[config.mk]
export PLATFORM = sky130hd
export DESIGN_NAME = kst_ram
export DESIGN_NICKNAME = d
export VERILOG_FILES = /design/src/rtl/keyed_record_store_first_fit_assert.svh /design/src/rtl/kst_ram.sv
export SDC_FILE = /design/constraint.sdc
export NUM_CORES = 1
export LEC_CHECK = 0
export ABC_CLOCK_PERIOD_IN_PS = 1300
export BUFFER_PORTS_ARGS = -buffer_cell sky130_fd_sc_hd__buf_2
export CELL_PAD_IN_SITES_DETAIL_PLACEMENT = 1
export CELL_PAD_IN_SITES_GLOBAL_PLACEMENT = 1
export CORE_MARGIN = 2
export CORE_UTILIZATION = 40
export DETAILED_ROUTE_END_ITERATION = 8
export PLACE_DENSITY = 0.71
export SYNTH_ARGS = -nofsm -noshare
export SYNTH_HDL_FRONTEND = slang
export SYNTH_SLANG_ARGS = --single-unit
[constraint.sdc]
create_clock -name clk_i -period 1.3 [get_ports clk_i]
set_clock_uncertainty 0.15 [all_clocks]
set_input_delay 0.13 -clock clk_i [delete_from_list [all_inputs] [get_ports clk_i]]
set_output_delay 0.13 -clock clk_i [all_outputs]
set_load 0.1 [all_outputs]
[src/rtl/keyed_record_store_first_fit_assert.svh]
// ---------------------------------------------------------------------------
// keyed record store assertion macros
// clocked, reset-qualified property shorthands
// ---------------------------------------------------------------------------
`ifndef KEYED_RECORD_STORE_FIRST_FIT_ASSERT_SVH
`define KEYED_RECORD_STORE_FIRST_FIT_ASSERT_SVH

// same-cycle implication
`define KST_ASSERT_IMPL(lbl, ante, cons) \
  lbl: assert property (@(posedge clk_i) disable iff (!rst_ni) (ante) |-> (cons)) \
    else $error("kst assertion failed");

// next-cycle implication
`define KST_ASSERT_NEXT(lbl, ante, cons) \
  lbl: assert property (@(posedge clk_i) disable iff (!rst_ni) (ante) |=> (cons)) \
    else $error("kst assertion failed");

`endif

[src/rtl/kst_ram.sv]
// ---------------------------------------------------------------------------
// kst_ram
// generic single-write, single-read ram with registered read data
// ---------------------------------------------------------------------------
`default_nettype none

module kst_ram #(
  parameter int Width = 8,
  parameter int Depth = 2,
  localparam int Aw = (Depth > 1) ? $clog2(Depth) : 1
) (
  input  wire logic             clk_i,
  input  wire logic             we_i,
  input  wire logic [Aw-1:0]    waddr_i,
  input  wire logic [Width-1:0] wdata_i,
  input  wire logic [Aw-1:0]    raddr_i,
  output logic      [Width-1:0] rdata_o
);

  logic [Width-1:0] mem [Depth];

  always_ff @(posedge clk_i) begin
    if (we_i) begin
      mem[waddr_i] <= wdata_i;
    end
    rdata_o <= mem[raddr_i];
  end

endmodule

`default_nettype wire

---- After elaboration in Yosys (flattened, before gate mapping) ----
Memories as Yosys holds them, arrays and structs flattened. A register that Yosys moved wholly into a read port is not among the register bits.
Cells that the tools add are included.
cells by class
  muxes and demuxes ....................... 2
operators by type and width
  cell              count
  2-to-1 mux 1 bit  2
word-level totals
  register bits ........................... 0
  memory bits (writable) .................. 16
  bits of input ports ..................... 12
  output and inout port bits .............. 8
  word-level logic and storage cells ...... 3
  memories ................................ 1
memories
  name  words  width  read ports  clocked after memory_dff  write ports  line           text
  mem   2      8      1           1                         1            kst_ram.sv:20  logic [Width-1:0] mem [Depth];

---- Longest topological paths before layout ----
Gate-level depths: netlist (run 1).
  depth in word-level cells ............... 2
  gate-level depth with buffers ........... 2
  mapped depth without buffers ............ 1

---- Least setup slack after synthesis (run 1) ----
Ideal clock, no wire load.
  kind .................................... reg-to-output
  start point ............................. reg rdata_o[0] (read register of mem)
  end point ............................... out rdata_o[0]
  arrival time ............................ 0.909 ns
  data required time ...................... 1.020 ns
  path slack .............................. 0.111 ns
  stages on the path, launching flop included .. 1
  path buffers ............................ 0
  path through ............................ dfxtp_1
RTL lines
  item         line           text
  from (decl)  kst_ram.sv:17  output logic [Width-1:0] rdata_o
No word-level cell between the ends.

---- Worst setup path in the final report (run 1) ----
  start point ............................. reg rdata_o[7] (read register of mem)
  end point ............................... out rdata_o[7]
No word-level cell between the ends.

==> results of run 1 <==
-- worst max-delay path by stage --
stage                            end
after floorplan           rdata_o[0]
after global placement     mem[1][2]
after detailed placement   mem[1][4]
after CTS                 rdata_o[5]
after global routing      rdata_o[7]
final                     rdata_o[7]
-- what timing repair did --
item | in CTS | in global routing
hold endpoints to repair | 16 | 0
endpoints found under the setup margin | 6 | 0
gates resized for setup | 6 | 0
hold buffers | 8 | 0
-- per-layer routing --
metal  part of all wire [%]  vias to the layer above
met5                      0                        -
met4                    4.2                        0
met3                    4.5                        4
met2                     50                       15
met1                     41                      193
li1                       -                      189
-- stage by stage --
step	hold slack (ps)	util, %	setup slack, ps	power, uW
4_1_cts	96.3	55.6	91.9	1520
3_5_place_dp	175	49.4	238	1200
5_1_grt	86.6	55.6	45.5	1580
3_3_place_gp	175	49.4	280	1190
6_report	94.2	55.6	98.1	1520
2_1_floorplan	78.9	-	111	1120
-- layout by cell type, fill, tap and decap left out, drive strengths merged --
cell type    count
and2             1
buf             20
clkbuf           3
dfxtp            8
dlygate4sd3      8
edfxtp          16
mux2             8
nor2b            1
-- cell families (layout without fill, tap and decap cells) --
group                  after synthesis  in the layout  synth area share, %
DFF                                 24             24                 81.7
and+or+nand+nor                      2              2                 1.60
muxes                                8              8                 15.3
buffers and inverters                1             31                 1.44
-- power by group --
group	total (uW)	switching, uW	internal, uW
registers	891	17.2	874
logic	316	210	107
clock network	310	202	108
-- flip-flops by register name, summed over array words and instances (netlist names) --
| register | cells |
|---|---|
| mem | 16 |
| rdata_o | 8 |
-- cell type report --
cell class                 count  area share, %
timing repair buffer          28           21.5
sequential                    24           60.6
multi-input combinational     10           12.5
tap                           27           3.20
clock buffer                   3           2.13
==> results.md, run 1 <==
* Fin. Hold Viols at 0
* Mapped Nets at 47
* Slew Limit Fails at 0
* Clk sinks at 24
* Worst R2R Setup Slack at 390 ps
* Filler cell count in the final layout at ~180
* Pwr dens at roughly 1400 nW/um2
* GPL Wtd Cong at 0.710
* Worst Path Required at between 1000 and 1500 ps
* Largest net degree at the start of global routing at 13
* GR peak layer: met2
* Root Buffer: clkbuf_4
* Via density at roughly 4.4
* RR Startpoint: mem[0][2]
* CP top delay family: flip-flops
* Crit path capture type: primary output
* Area delta synth->final at 34.8%
* Share of layout cells above drive strength 1 at 47.7%
* N_diodes at 0
* Core Area at 1900 um2
* Post-synthesis async set-or-reset flop share at 0%
* RR Endpoint: rdata_o[2]
* Slew @ Worst Pin at 341 ps
* Tot GR Track Use at 12.5%
* Top cell type's share of synthesized area at 61.2%
* Setup Fix Bufs, Post-CTS at 0
* H-Tree Depth at 1
* Worst Path Max Fanout at 1
* Dpl cell area at 940 um2
* R2R cell count at 1
* HP Start: raddr_i
* Peak VDD IR at 0.635 mV
* Non-Filler Instances at ~90
* Register area at about 640 um2
* Max Buffers Root-to-Sink at 2
* Yosys cell types at 6
* Total CTS buffers at 3
* Inst Count DP at ~80
* Sequential area share after synthesis at 81.7%
* Clock transition at path regs at ~120 ps
* Number of remaining DRC errors at 0
* Period utilisation layout at 92.5%
* CTS tree: yes
* Worst Hold End: rdata_o[6]
* GR Util met3 at 3.33%
* Number of global-route vias before repair at 373
* Grt met2 use at 18.7%
* Post-Synthesis Cells at 35
* CP max-delay cell: dfxtp_1
* Post-Syn Area at 785 um2
* Initial Util at 41.2%
* WP data arrival at ~900 ps
* Most common cell in the netlist: edfxtp_1
* Predominant post-synthesis flop cell: edfxtp_1
* Cells taking the most area after synthesis: edfxtp_1 (61%), dfxtp_1 (20%), mux2_4 (15%)
* Register bit total from synthesis at 24
* First-pass DRT Iterations at 2
* First-pass GRT wire length at 1820 um
* Per-cell routed wire length at about 13 um
* Timing startpoint of the critical path: rdata_o[7]
* # IOs at 20
* Max-cap violation count at 0
* Post-synth top area cell: edfxtp_1
* Insertion delay to the later sink of the worst-skew pair at 310 ps
* Post-synth EDFFs at 16
* CP peak stage delay at 330 ps
* Total Routed Length at approximately 1200 um
* Buf/Inv on CP at 1
* Die Y at approximately 48 um
* Achievable clock frequency at 0.832 GHz
* Critical Path, Cell by Cell: buf_4
* Setup TNS at 0 ps
* Nets at just under 80
* Antenna violations before repair at 0
* GRT overflow at 0
* Worst path depth at 1
* Chip Width at around 48 um
* Multi-input logic area at 133 um2
* Final Cell Area at between 1000 and 1500 um2
* Worst relative slew slack at 77.3%
* Crit Path Category: reg2out
* Setup violators final at 0
* Vias at 401
* DRT iter0 DRCs at 2
* HP Class: in2reg
* Critical Path Source Type: flop
* Leakage at 0.000431 uW
* Final antenna-violating net count at 0
* Post-layout minimum cycle time at 1200 ps
* Hold Crit Depth at 2
* Die area at between 2000 and 2500 um2
* RSZ-0062 raised after global routing: false
* Synthesized area per cell at between 20 and 25 um2
* GR met1 Demand/Resource at around 14%
* Status: completed
* Top cells by count, synth: edfxtp_1 (16), dfxtp_1 (8), mux2_4 (8)
* IO Port Bufs at 19
* Rows at 16
* Yosys warns at 0
Power figures use the tool's default switching activity.
==> inputs of run 2 (changes only) <==
- BUFFER_PORTS_ARGS: -buffer_cell sky130_fd_sc_hd__buf_2 -> -buffer_cell sky130_fd_sc_hd__clkbuf_2
==> results.md, run 2 (synthesis gave the netlist of run 1 again) <==
* Switching Fraction at 25.4% (-2.8 points)
* Worst relative slew slack at 77.8% (+0.50 points)
* First-pass DRT Iterations at 3 (+1)
* Critical Path Source Type: flop
* Buf/Inv on CP at 1 (unchanged)
* Die Y at 48.3 um (unchanged)
* Largest net degree at the start of global routing at 15 (+2)
* Tot GR Track Use at 12.6% (+0.15 points)
* Slew @ Worst Pin at 334 ps (-7.44 ps)
* Non-Filler Instances at 93 (+1.1%)
* Via density at 4.27 (-2.1%)
* Initial Util at 41.2% (unchanged)
* Core Area at 1900 um2 (unchanged)
* Worst Path Max Fanout at 1 (unchanged)
* Detail Route met2 WL at 688 um (+14%)
* CP max-delay cell: dfxtp_1
* Nets at 79 (unchanged)
* CP peak stage delay at 390 ps (+60 ps)
* Vias at 397 (-1.0%)
* Regs by FF count: mem: 16 flops, rdata_o: 8 flops
* Antenna violations before repair at 0 (unchanged)
* Top reg by flops: mem
* IO Port Bufs at 19 (unchanged)
* Inst Count DP at 81 (unchanged)
* Number of remaining DRC errors at 0 (unchanged)
* First-pass GRT wire length at 1880 um (+3.0%)
* Clock transition at path regs at 130 ps (about the same)
* Post-cts gate resize count at 0 (-6)
* Worst R2R Setup Slack at 370 ps (-20 ps)
* Dpl cell area at 1030 um2 (+9.6%)
* Rows at 16 (unchanged)
* WP data arrival at 880 ps (-40 ps)
* Root Buffer: clkbuf_4
* RR Startpoint: mem[0][5]
* CP top delay family: flip-flops
* Setup Fix Bufs, Post-CTS at 0 (unchanged)
* Most common cell after layout, fill and taps aside: edfxtp_1
* Share of total power in the clock network at 29.5% (+9.1 points)
* Max FFs per register at 16 (unchanged)
* Die area at 2330 um2 (unchanged)
* Clk sinks at 24 (unchanged)
* Filler cell count in the final layout at 163 (-10%)
* Setup TNS at 0 ps (unchanged)
* Slew Limit Fails at 0 (unchanged)
* Pint at 1340 uW (+23%)
* H-Tree Depth at 1 (unchanged)
* Insertion delay to the later sink of the worst-skew pair at 310 ps (about the same)
* Number of global-route vias before repair at 398 (+6.7%)
* Critical Path, Cell by Cell: buf_12
* Crit Path Category: reg2out
* HP Start: waddr_i
* WL met1 at 530 um (+5.8%)
* Post-layout util at 61.1% (+5.5 points)
* Max-cap violation count at 0 (unchanged)
* Timing startpoint of the critical path: rdata_o[4]
* HP Class: in2reg
* Total CTS buffers at 3 (unchanged)
* GPL Wtd Cong at 0.713 (+0.48%)
* RSZ-0062 raised after global routing: false
* Fin. Hold Viols at 0 (unchanged)
* Register area at 641 um2 (unchanged)
* Post-layout minimum cycle time at 1160 ps (-39.3 ps)
* Final Cell Area at 1160 um2 (+9.9%)
* Per-cell routed wire length at 13.8 um (+4.5%)
* Reg power frac at 50.5% (-8.2 points)
* Met3 WL post-DR at 61 um (+13%)
* Total Routed Length at 1280 um (+5.6%)
* Combinational share of power at 20.1% (-0.7 points)
* Period utilisation layout at 89.4% (-3.0 points)
* Uppermost routed layer: met3
* Share of layout cells above drive strength 1 at 48.5% (+0.79 points)
* CTS tree: yes
* Achievable clock frequency at 0.860 GHz (+3.4%)
* DRT iter0 DRCs at 4 (+2)
* # IOs at 20 (unchanged)
* Pwr dens at 1540 nW/um2 (+7.3%)
* Leakage at 0.000476 uW (+10%)
* N_diodes at 0 (unchanged)
* Final antenna-violating net count at 0 (unchanged)
* Status: completed
* Area delta synth->final at 48.2%
* Peak VDD IR at 0.861 mV (+36%)
* Max Buffers Root-to-Sink at 2 (unchanged)
* GRT overflow at 0 (unchanged)
* Multi-input logic area at 133 um2 (unchanged)
* Setup violators final at 0 (unchanged)
* Worst Path Required at 1020 ps (about the same)
* Chip Width at 48.3 um (unchanged)
* Hold slack at 114 ps (+19.5 ps)
* Total net switching power at 455 uW (+6.1%)
* Crit path capture type: primary output
* Leading cell types in the layout, fill and taps excluded: edfxtp_1 (16), clkbuf_2 (11)
* Post-CTS Hold Buffers at 8 (unchanged)
## run 2: cell type report
class	instances	area share (%)
repair buffers	28	26.0
flip-flops and latches	24	55.1
clock buffers	3	1.94
multi-input cells	10	11.4
well taps	27	2.91
clock inverters	1	2.58
## run 2: final timing paths
| kind | end | cells past startpoint |
|---|---|---|
| worst min-delay path | mem[0][6] | 3 |
| worst max-delay path | rdata_o[4] | 1 |
| worst min register to register | rdata_o[3] | 1 |
| worst max register to register | rdata_o[5] | 1 |
## run 2: stage by stage
stage	setup slack (ps)	total power (uW)
2_1_floorplan	111	1120
6_report	137	1790
3_5_place_dp	244	1270
5_1_grt	100	1850
3_3_place_gp	279	1250
4_1_cts	117	1820
## run 2: power groups by stage
stage,sequential [uW],combinational (uW),clock (uW)
2_1_floorplan,1070,52.5,0
3_3_place_gp,917,337,0
3_5_place_dp,922,343,0
4_1_cts,904,363,548
5_1_grt,909,372,573
6_report,903,359,528
## run 2: per-layer routing
layer	vias up	GRT usage (%)
li1	190	-
met1	192	16.3
met2	15	19.5
met3	0	3.33
met4	0	6.49
met5	-	0
